==> src/hw/rtl/rpfr_pkg.sv <==
// Shared types, constants and microcode ROM for the rational polynomial fit block.
`default_nettype none

package rpfr_pkg;

    localparam int NREG     = 8;
    localparam int CW       = 32;
    localparam int ADDR_W   = 5;
    localparam int SUM_W    = 52;
    localparam int STEP_W   = 5;
    localparam int CNT_W    = 5;

    localparam logic [STEP_W-1:0] STEP_IDLE = 5'd0;
    localparam logic [STEP_W-1:0] STEP_FIT  = 5'd16;
    localparam logic [CNT_W-1:0]  DIV_LAST  = 5'd31;

    typedef logic [NREG-1:0][CW-1:0] coef_bank_t;

    // multiplier operation
    typedef enum logic [2:0] {M_NONE, M_POW, M_NUM, M_DEN, M_SQ} mop_t;
    // use of the previous product
    typedef enum logic [1:0] {A_NONE, A_PWR, A_NADD, A_DADD} aop_t;
    // other datapath work
    typedef enum logic [2:0] {D_NONE, D_ABS, D_CHECK, D_DIV, D_FIT, D_RES, D_OUT} dop_t;
    // sequencing
    typedef enum logic [2:0] {Q_WAIT_IN, Q_NEXT, Q_SKIP, Q_LOOP, Q_WAIT_OUT} qop_t;

    typedef struct packed {
        mop_t              mop;
        logic [1:0]        midx;
        aop_t              aop;
        logic [1:0]        aidx;
        dop_t              dop;
        qop_t              qop;
        logic [STEP_W-1:0] tgt;
    } uword_t;

    function automatic uword_t ucode(input logic [STEP_W-1:0] step);
        uword_t w;
        case (step)
            5'd0:  w = uword_t'{M_NONE, 2'd0, A_NONE, 2'd0, D_NONE,  Q_WAIT_IN,  STEP_IDLE};
            5'd1:  w = uword_t'{M_POW,  2'd0, A_NONE, 2'd0, D_NONE,  Q_NEXT,     STEP_IDLE};
            5'd2:  w = uword_t'{M_NUM,  2'd0, A_PWR,  2'd1, D_NONE,  Q_NEXT,     STEP_IDLE};
            5'd3:  w = uword_t'{M_POW,  2'd1, A_NADD, 2'd0, D_NONE,  Q_NEXT,     STEP_IDLE};
            5'd4:  w = uword_t'{M_NUM,  2'd1, A_PWR,  2'd2, D_NONE,  Q_NEXT,     STEP_IDLE};
            5'd5:  w = uword_t'{M_POW,  2'd2, A_NADD, 2'd0, D_NONE,  Q_NEXT,     STEP_IDLE};
            5'd6:  w = uword_t'{M_NUM,  2'd2, A_PWR,  2'd3, D_NONE,  Q_NEXT,     STEP_IDLE};
            5'd7:  w = uword_t'{M_NUM,  2'd3, A_NADD, 2'd0, D_NONE,  Q_NEXT,     STEP_IDLE};
            5'd8:  w = uword_t'{M_DEN,  2'd0, A_NADD, 2'd0, D_NONE,  Q_NEXT,     STEP_IDLE};
            5'd9:  w = uword_t'{M_DEN,  2'd1, A_DADD, 2'd0, D_NONE,  Q_NEXT,     STEP_IDLE};
            5'd10: w = uword_t'{M_DEN,  2'd2, A_DADD, 2'd0, D_NONE,  Q_NEXT,     STEP_IDLE};
            5'd11: w = uword_t'{M_DEN,  2'd3, A_DADD, 2'd0, D_NONE,  Q_NEXT,     STEP_IDLE};
            5'd12: w = uword_t'{M_NONE, 2'd0, A_DADD, 2'd0, D_NONE,  Q_NEXT,     STEP_IDLE};
            5'd13: w = uword_t'{M_NONE, 2'd0, A_NONE, 2'd0, D_ABS,   Q_NEXT,     STEP_IDLE};
            5'd14: w = uword_t'{M_NONE, 2'd0, A_NONE, 2'd0, D_CHECK, Q_SKIP,     STEP_FIT};
            5'd15: w = uword_t'{M_NONE, 2'd0, A_NONE, 2'd0, D_DIV,   Q_LOOP,     STEP_IDLE};
            5'd16: w = uword_t'{M_NONE, 2'd0, A_NONE, 2'd0, D_FIT,   Q_NEXT,     STEP_IDLE};
            5'd17: w = uword_t'{M_NONE, 2'd0, A_NONE, 2'd0, D_RES,   Q_NEXT,     STEP_IDLE};
            5'd18: w = uword_t'{M_SQ,   2'd0, A_NONE, 2'd0, D_NONE,  Q_NEXT,     STEP_IDLE};
            5'd19: w = uword_t'{M_NONE, 2'd0, A_NONE, 2'd0, D_OUT,   Q_WAIT_OUT, STEP_IDLE};
            default: w = uword_t'{M_NONE, 2'd0, A_NONE, 2'd0, D_NONE, Q_WAIT_OUT, STEP_IDLE};
        endcase
        return w;
    endfunction

endpackage

`default_nettype wire

==> src/hw/rtl/rpfr_regs.sv <==
// APB coefficient register bank for the rational polynomial fit block.
`default_nettype none

module rpfr_regs
    import rpfr_pkg::*;
(
    input  wire logic              aclk,
    input  wire logic              aresetn,
    input  wire logic              psel,
    input  wire logic              penable,
    input  wire logic              pwrite,
    input  wire logic [ADDR_W-1:0] paddr,
    input  wire logic [CW-1:0]     pwdata,
    output logic      [CW-1:0]     prdata,
    output logic                   pready,
    output coef_bank_t             coef
);

    coef_bank_t     coef_reg;
    logic [2:0]     reg_idx;

    assign reg_idx = paddr[ADDR_W-1:2];
    assign pready  = 1'b1;
    assign prdata  = coef_reg[reg_idx];
    assign coef    = coef_reg;

    always_ff @(posedge aclk) begin
        if (!aresetn) begin
            coef_reg <= '0;
        end else if (psel && penable && pwrite && pready) begin
            coef_reg[reg_idx] <= pwdata;
        end
    end

endmodule

`default_nettype wire

==> config.mk <==
export PLATFORM = sky130hd
export DESIGN_NAME = rpfr_regs
export DESIGN_NICKNAME = d
export VERILOG_FILES = /design/src/hw/rtl/rpfr_pkg.sv /design/src/hw/rtl/rpfr_regs.sv
export SDC_FILE = /design/constraint.sdc
export NUM_CORES = 1
export LEC_CHECK = 0
export BUFFER_PORTS_ARGS = -buffer_cell sky130_fd_sc_hd__buf_2
export CAP_MARGIN = 10
export CORE_MARGIN = 10
export CORE_UTILIZATION = 55
export DETAILED_ROUTE_END_ITERATION = 6
export PLACE_DENSITY = 0.84
export SYNTH_ARGS = -nofsm -noshare
export SYNTH_HDL_FRONTEND = slang
export SYNTH_SLANG_ARGS = --single-unit
export TNS_END_PERCENT = 50
==> constraint.sdc <==
create_clock -name aclk -period 3.2 [get_ports aclk]
set_input_delay 0.48 -clock aclk [delete_from_list [all_inputs] [get_ports aclk]]
set_output_delay 0.48 -clock aclk [all_outputs]
set_load 0.05 [all_outputs]
# After elaboration in Yosys (flattened, before gate mapping)
# Cells that the tools add are included.
totals:
  elab_cells: 18
  ff_bits: 256
  input_bits: 42
op_classes:
  muxes: 5
  order_cmp: 2
  n_reduce_logical: 3
op_table:
  columns: ["cell", "n"]
  rows:
  - ["bitwise mux 256 bit", 1]
  - ["binary-select mux 32 bit (select 3 bit)", 1]
  - ["demux 32 bit (select 3 bit)", 1]
  - ["2-to-1 mux 32 bit", 2]
  - ["< comparator 3 x 4 -> 1 bit, second input constant", 1]
  - [">= comparator 3 x 1 -> 1 bit, second input constant", 1]
  - ["logical AND 1 bit", 3]

# Longest topological paths before layout
# Gate-level depths: netlist of run 1.
logic_depth:
  ltp_word: 5
  depth_mapped: 6

# Least setup slack after synthesis of run 1
# OpenSTA, ideal clock, no wires.
synth_timing:
  path_type: "input to output"
  start: "input port paddr[4]"
  end: "output port prdata[30]"
  stages: 6
  path_buffers: 3
  path_slack_ps: 742
  required_ps: 2720
  t_arrival_ps: 1978
  cell_sequence: "buf_6 > buf_2 > buf_2 > nor3b_1 > a31oi_1 > o211ai_1"
synth_between:
  elab_chain_len: 2
synth_lines:
  columns: ["item", "line", "rtl"]
  rows:
  - ["start: declaration", "rpfr_regs.sv:12", "input wire logic [ADDR_W-1:0] paddr,"]
  - ["binary-select mux 32 bit (select 3 bit)", "rpfr_regs.sv:24", "assign prdata = coef_reg[reg_idx];"]
  - ["2-to-1 mux 32 bit (implied by the code)", "rpfr_regs.sv:24", null]
  - ["end: declaration", "rpfr_regs.sv:14", "output logic [CW-1:0] prdata,"]
# No other way between the ends. The select of a mux whose other input is x is not followed.

# Final worst setup path of run 1
layout_timing:
  start: "input port paddr[4]"
  end: "output port prdata[5]"
# Same word-level chain as after synthesis.

==> results of run 1 <==
-- through the flow --
step	std cells	hold WS (ns)	util (%)	cell area, um^2
3_5_place_dp	1547	0.4578	65.04	13080
6_report	1596	0.3797	69.37	13950
2_1_floorplan	998	0.6804	-	11160
5_1_grt	1595	0.4168	69.36	13940
4_1_cts	1594	0.3660	69.35	13940
3_3_place_gp	1547	0.4508	65.04	13080
-- how the worst max path moves through the flow --
stage,cells after the start,end,slack [ns]
finish,5,prdata[5],0.53
floorplan,6,prdata[30],0.74
detailed placement,5,prdata[8],0.53
global route,5,prdata[7],0.44
global placement,5,prdata[23],0.54
CTS,5,prdata[5],0.52
-- layer usage --
layer  global-route usage, %  wire, um  vias to the layer above
met4                   9.429      1322                        0
li1                        -         -                     4082
met3                   6.876      3125                       83
met1                   30.60     13700                     4501
met2                   42.86     16960                      382
met5                       0         0                        -
-- report_power, final --
part / internal [mW] / total [mW] / switching [mW] / leakage (nW)
registers: 3.21 / 3.23 / 0.0199 / 2.06
logic: 0.146 / 0.477 / 0.331 / 4.13
clock network: 1.78 / 3.03 / 1.24 / 0.430
total: 5.14 / 6.73 / 1.59 / 6.62
-- layout make-up --
| class | count | area [um^2] |
|---|---|---|
| Clock inverter | 9 | 80.08 |
| Sequential cell | 256 | 5125 |
| Clock buffer | 38 | 787.0 |
| Tap cell | 270 | 337.8 |
| Timing Repair Buffer | 359 | 2003 |
| Antenna cell | 2 | 5.005 |
| Inverter | 1 | 3.754 |
| Fill cell | 1459 | 6157 |
| Multi-Input combinational cell | 661 | 5605 |
-- cell usage in the layout (no fill, tap or decap), types with 2 or more instances in the layout --
cell / n
sky130_fd_sc_hd__buf_2: 324
sky130_fd_sc_hd__nand2_1: 289
sky130_fd_sc_hd__mux2i_1: 258
sky130_fd_sc_hd__dfxtp_1: 256
sky130_fd_sc_hd__mux4_2: 62
sky130_fd_sc_hd__mux2_2: 31
sky130_fd_sc_hd__clkbuf_16: 27
sky130_fd_sc_hd__buf_4: 25
sky130_fd_sc_hd__buf_12: 9
sky130_fd_sc_hd__clkbuf_8: 8
sky130_fd_sc_hd__clkinv_2: 5
sky130_fd_sc_hd__clkbuf_1: 4
sky130_fd_sc_hd__nor3_4: 3
sky130_fd_sc_hd__diode_2: 2
sky130_fd_sc_hd__or4_2: 2
sky130_fd_sc_hd__nor2_4: 2
sky130_fd_sc_hd__nor3b_1: 2
sky130_fd_sc_hd__nand2b_1: 2
sky130_fd_sc_hd__clkinv_4: 2
-- cell families (layout without fill, tap and decap cells) --
group,count (synthesis),in the layout
buffers and inverters,81,407
AO/OA/AOI/OAI,4,4
multiplexers,351,351
AND/OR/NAND/NOR,305,305
other,1,3
flip-flops,256,256
-- critical path: stages --
cell and delay, ns:
sky130_fd_sc_hd__buf_4 0.36, sky130_fd_sc_hd__buf_12 0.27, sky130_fd_sc_hd__mux4_2 0.56, sky130_fd_sc_hd__mux2_2 0.28, sky130_fd_sc_hd__buf_2 0.21
==> implementation parameters, run 1 <==
Parameter                              Value

CTS
  Clock root buffer    sky130_fd_sc_hd__clkbuf_16
  Clock slew seen by the registers of the worst setup and hold paths    0.06 ns
  Clock insertion delay at the later pin of the skew report    0.52 ns
  CTS tree    built
  Maximum root-to-sink buffer count    3
  Hold buffer count at cts    0
  Resized Gates After CTS    0
  H-tree depth    1
  Post-CTS Setup Inserts    0
  Number of clock sinks    256
  CTS Buf Count    26

Detailed routing
  Vias after detailed routing    roughly 9k
  Violation count after the first detailed-route iteration    a little over 500
  Via-per-instance ratio    ~5.7
  Wirelength, routed    35100 um
  DRC    0
  Detail Route Antenna Nets    0
  Post-detailed-route wirelength per cell    21.99 um
  Number of search-and-repair iterations in the first detailed-routing pass    5

STA
  Slew @ Worst Pin    0.6983 ns
  Number of endpoints failing setup at the final stage    0
  Highest clock rate    between 0.3 and 0.4 GHz
  Worst clock skew    0 ns
  Fin crit period    ~2.7 ns
  Ratio of final minimum period to clock period    83.46%
  Final Hold Violating Endpoints    0
  Final Slew Violations    0
  Final worst slack    0.5294 ns
  Setup TNS    0 ns
  Max_slew headroom    53.45%
  RSZ-0062 raised after global routing    no

Power and ir drop
  Power Density    482.9 mW/mm^2
  Worst voltage drop across the vdd grid    0.0003796 V
  Leak pwr    about 6.6 nW
  Power, Total    6.735 mW

Hold path
  Worst hold path cell count    3
  Worst min-delay path category    in -> reg
  Hold wc startpoint    pwdata[21]
  Hold worst-path end    coef[53]$_SDFFE_PN0P_

Die
  Core Rows    between 50 and 60
  Die outline area    0.02639 mm^2
  Die X-Extent    162.4 um
  Number of I/O pins    331
  Starting Density    55.50%
  Vert. Die Dim    162.4 um
  Core region area    0.02010 mm^2

Worst setup path
  R2r worst-path depth    2
  Worst setup path start    paddr[4]
  Worst Path Arrival    between 2 and 2.5 ns
  Maximum fanout along the worst path    25
  Required @ worst endpoint    roughly 2.7 ns
  Worst setup path category    in -> out
  Element type at the critical path end    output port
  Critical Path Start Type    input port
  Critical R2R Launch    coef[77]$_SDFFE_PN0P_
  Register-to-register setup slack    2.36 ns
  Reg2Reg Capture Point    coef[77]$_SDFFE_PN0P_

Run status
  Result of the run    finished, final reports clean

Synthesis
  Biggest area consumer among synthesized cells    sky130_fd_sc_hd__dfxtp_1
  Share of flip-flops with an asynchronous set or reset after synthesis    0%
  Mapped Avg Cell Area    ~11 um^2
  Share of synthesized area spent on multiplexers    38.79%
  Count of unique library cells instantiated by Yosys    25
  Number of standard cells after synthesis    998
  Compound-gate portion of the synthesized area    0.2579%
  Share of Yosys cell area claimed by the top area cell type    around 46%
  Warnings from Yosys    0
  Synthesized netlist net count    1040
  Combinational family with the most area after synthesis    multiplexers
  Number of synthesized flops with an enable pin    0
  Adder-cell share of the synthesized area    0%
  Top cells by area in the synthesized netlist    sky130_fd_sc_hd__dfxtp_1 (46%), sky130_fd_sc_hd__mux2i_1 (23%), sky130_fd_sc_hd__mux4_2 (13%)
  Synth Cell Area    0.01116 mm^2
  Post-synthesis sequential element count    about 260
  Simple logic cell fraction of the synthesized area    between 10% and 20%
  Most used flip-flop cell after synthesis    sky130_fd_sc_hd__dfxtp_1
  Leading cell types by count after synthesis    sky130_fd_sc_hd__nand2_1 (289), sky130_fd_sc_hd__mux2i_1 (258), sky130_fd_sc_hd__dfxtp_1 (256)
  Synth Area in XOR/XNOR    0%
  Cell with the most instances after synthesis    sky130_fd_sc_hd__nand2_1
  Sequential area share after synthesis    45.93%

Place
  Port Buf Inserts    between 300 and 400
  Half-perimeter wire length after detailed placement    24720 um
  Final estimated routing congestion in global placement    0.8824
  Worst setup slack before clock tree synthesis    around 0.53 ns

Cells and area
  Layout cell share with drive strength beyond 1    38.14%
  Area growth from synthesis to layout    24.99%
  Nets    1347
  Max FFs per register    256

GRT
  Pin count of the biggest net entering global routing    75
  Overall global routing resource usage    between 20% and 30%
  Total global routing overflow    0
  First-pass GRT wire length    54190 um
  Number of global-route vias before repair    9552
  Antenna violations before repair    1

Job
  Maximum capacitance violations    0
Power figures use the tool's default switching activity.
==> inputs of run 2 (changes only) <==
Settings changed: CORE_UTILIZATION 55 to 52, PLACE_DENSITY 0.84 to 0.8.
Clock period 3.2 ns to 2.7 ns, I/O delays scaled along.
==> run 2 against run 1 <==
Net effect: core utilization is 3.1 points lower; count of clock-buffer cells in the layout is 2 lower; non-clock buffer count is 9 higher; sequential share of layout area is 0.053 points lower; worst hold slack worse by 0.063 ns; total power is 18% higher; critical path depth stayed put; sequential cell count stayed put.
==> implementation parameters, run 2 (synthesis gave the netlist of run 1 again) <==
Parameter                              Value

Run status
  Result of the run    finished, final reports clean

Cells and area
  Layout cell share with drive strength beyond 1    38.48% (+0.34 points)
  Most common cell after layout, fill and taps aside    sky130_fd_sc_hd__buf_2
  Area growth from synthesis to layout    25.17%
  Nets    1356 (+0.67%)
  Max FFs per register    256 (unchanged)
  Commonest cells after routing, fill and taps aside    sky130_fd_sc_hd__buf_2 (324), sky130_fd_sc_hd__nand2_1 (289), sky130_fd_sc_hd__mux2i_1 (258)

GRT
  Number of global-route vias before repair    9379 (-1.8%)
  Met2 usage    40.59% (-2.3 points)
  Antenna violations before repair    1 (unchanged)
  First-pass GRT wire length    55170 um (+1.8%)
  Overall global routing resource usage    24.22% (-1.3 points)
  Total global routing overflow    0 (unchanged)
  Pin count of the biggest net entering global routing    74 (-1.3%)
  GR met3 Demand/Resource    6.566% (-0.31 points)
  Top Usage Layer GRT    met2
  Global-route track usage on met1    30.10% (-0.50 points)

Worst setup path
  Slowest library cell on the worst path    sky130_fd_sc_hd__mux4_2
  R2r worst-path depth    2 (unchanged)
  Worst Path Arrival    1.98 ns (-0.21 ns)
  Worst setup path category    in -> out
  Maximum fanout along the worst path    17 (-32%)
  Maximum cell stage delay along the critical path    0.51 ns (-0.05 ns)
  Required @ worst endpoint    2.30 ns (-0.42 ns)
  Critical Path Start Type    input port
  Element type at the critical path end    output port
  Series of cell instances along the critical path    buf_4 -> buf_12 -> mux4_2 -> mux2_2 -> buf_2

Power and ir drop
  Leak pwr    6.646 nW (+0.34%)
  Switching share of power    23.98% (+0.31 points)
  Internal power    6.018 mW (+17%)
  Power Density    566.8 mW/mm^2 (+17%)
  Power, Total    7.916 mW (+18%)
  Switching pwr    1.898 mW (+19%)
  Worst voltage drop across the vdd grid    0.0004968 V (+31%)
  Proportion of power drawn by flip-flops and latches    48.4% (+0.4 points)
  Gate power share    7.3% (+0.2 points)
  Clock share of power    44.4% (-0.6 points)

STA
  Post-Route Hold Slack    0.3166 ns (-0.06312 ns)
  RSZ-0062 raised after global routing    no
  Final Hold Violating Endpoints    0 (unchanged)
  Ratio of final minimum period to clock period    88.26%
  Slew @ Worst Pin    0.5315 ns (-0.1668 ns)
  Setup TNS    0 ns (unchanged)
  Max_slew headroom    64.57% (+11 points)
  Worst clock skew    0 ns (unchanged)
  Final Slew Violations    0 (unchanged)
  Number of endpoints failing setup at the final stage    0 (unchanged)
  Highest clock rate    0.4196 GHz
  Fin crit period    2.383 ns
  Final worst slack    0.3169 ns (-0.2125 ns)

CTS
  Resized Gates After CTS    0 (unchanged)
  Hold buffer count at cts    0 (unchanged)
  Clock slew seen by the registers of the worst setup and hold paths    0.06 ns (about the same)
  CTS Buf Count    26 (unchanged)
  Clock root buffer    sky130_fd_sc_hd__clkbuf_16
  Clock insertion delay at the later pin of the skew report    0.52 ns (about the same)
  Number of clock sinks    256 (unchanged)
  H-tree depth    1 (unchanged)
  Post-CTS Setup Inserts    0 (unchanged)
  CTS tree    built
  Maximum root-to-sink buffer count    3 (unchanged)

Detailed routing
  Post-detailed-route wirelength per cell    21.95 um (-0.21%)
  Vias after detailed routing    8998 (-0.55%)
  DRC    0 (unchanged)
  Wirelength, routed    35340 um (+0.67%)
  Violation count after the first detailed-route iteration    535 (+4.1%)
  Number of search-and-repair iterations in the first detailed-routing pass    5 (unchanged)
  Via-per-instance ratio    5.589 (-1.4%)
  Detail Route Antenna Nets    0 (unchanged)

Die
  Core region area    0.02109 mm^2 (+4.9%)
  Core Rows    53 (+1.9%)
  Die outline area    0.02772 mm^2 (+5.0%)
  Die X-Extent    166.5 um (+2.5%)
  Vert. Die Dim    166.5 um (+2.5%)
  Number of I/O pins    331 (unchanged)
  Starting Density    52.91% (-2.6 points)

Place
  Half-perimeter wire length after detailed placement    25440 um (+2.9%)
  Final estimated routing congestion in global placement    0.8193 (-7.2%)
  Worst setup slack before clock tree synthesis    0.3029 ns (-0.2245 ns)
  Port Buf Inserts    327 (unchanged)

Job
  Maximum capacitance violations    0 (unchanged)

Hold path
  Worst min-delay path category    in -> reg
  Worst hold path cell count    3 (unchanged)
-- run 2: path summary, 6_finish.rpt --
check,slack (ns),end,startpoint
max,0.32,prdata[0],paddr[2]
min reg2reg,0.47,coef[228]$_SDFFE_PN0P_,coef[228]$_SDFFE_PN0P_
max reg2reg,2.00,coef[45]$_SDFFE_PN0P_,coef[45]$_SDFFE_PN0P_
min,0.32,coef[73]$_SDFFE_PN0P_,pwdata[9]
-- run 2: layer usage --
metal  wire length, um  vias up
li1                  -     4104
met1             14280     4489
met2             17190      354
met3              2963       51
met4               898        0
met5                 0        -
-- run 2: critical path: cells and delay by family --
| kind | cells | cell delay (ns) |
|---|---|---|
| multiplexers | 2 | 0.82 |
| buffers and inverters | 3 | 0.74 |
-- run 2: stage by stage --
step / instances / cell area, um^2 / util [%]
after floorplan: 998 / 11160 / -
after global placement: 1561 / 13120 / 62.23
after detailed placement: 1561 / 13120 / 62.23
after CTS: 1608 / 13960 / 66.21
after global routing: 1608 / 13960 / 66.21
final: 1610 / 13970 / 66.23
-- run 2: area by class of cell --
cell class	count	area [um^2]
inverters	1	3.754
clock buffers	36	749.5
diodes	2	5.005
multi-input cells	661	5605
well taps	275	344.1
flip-flops and latches	256	5125
clock inverters	11	88.84
fillers	1673	7121
repair buffers	368	2046
-- run 2: power groups by stage --
stage | Clock (mW) | Sequential, mW | Combinational [mW]
floorplan | 0 | 4.00 | 0.297
global route | 3.71 | 3.83 | 0.610
finish | 3.51 | 3.83 | 0.574
global placement | 0 | 3.91 | 0.566
CTS | 3.56 | 3.83 | 0.576
detailed placement | 0 | 3.91 | 0.575
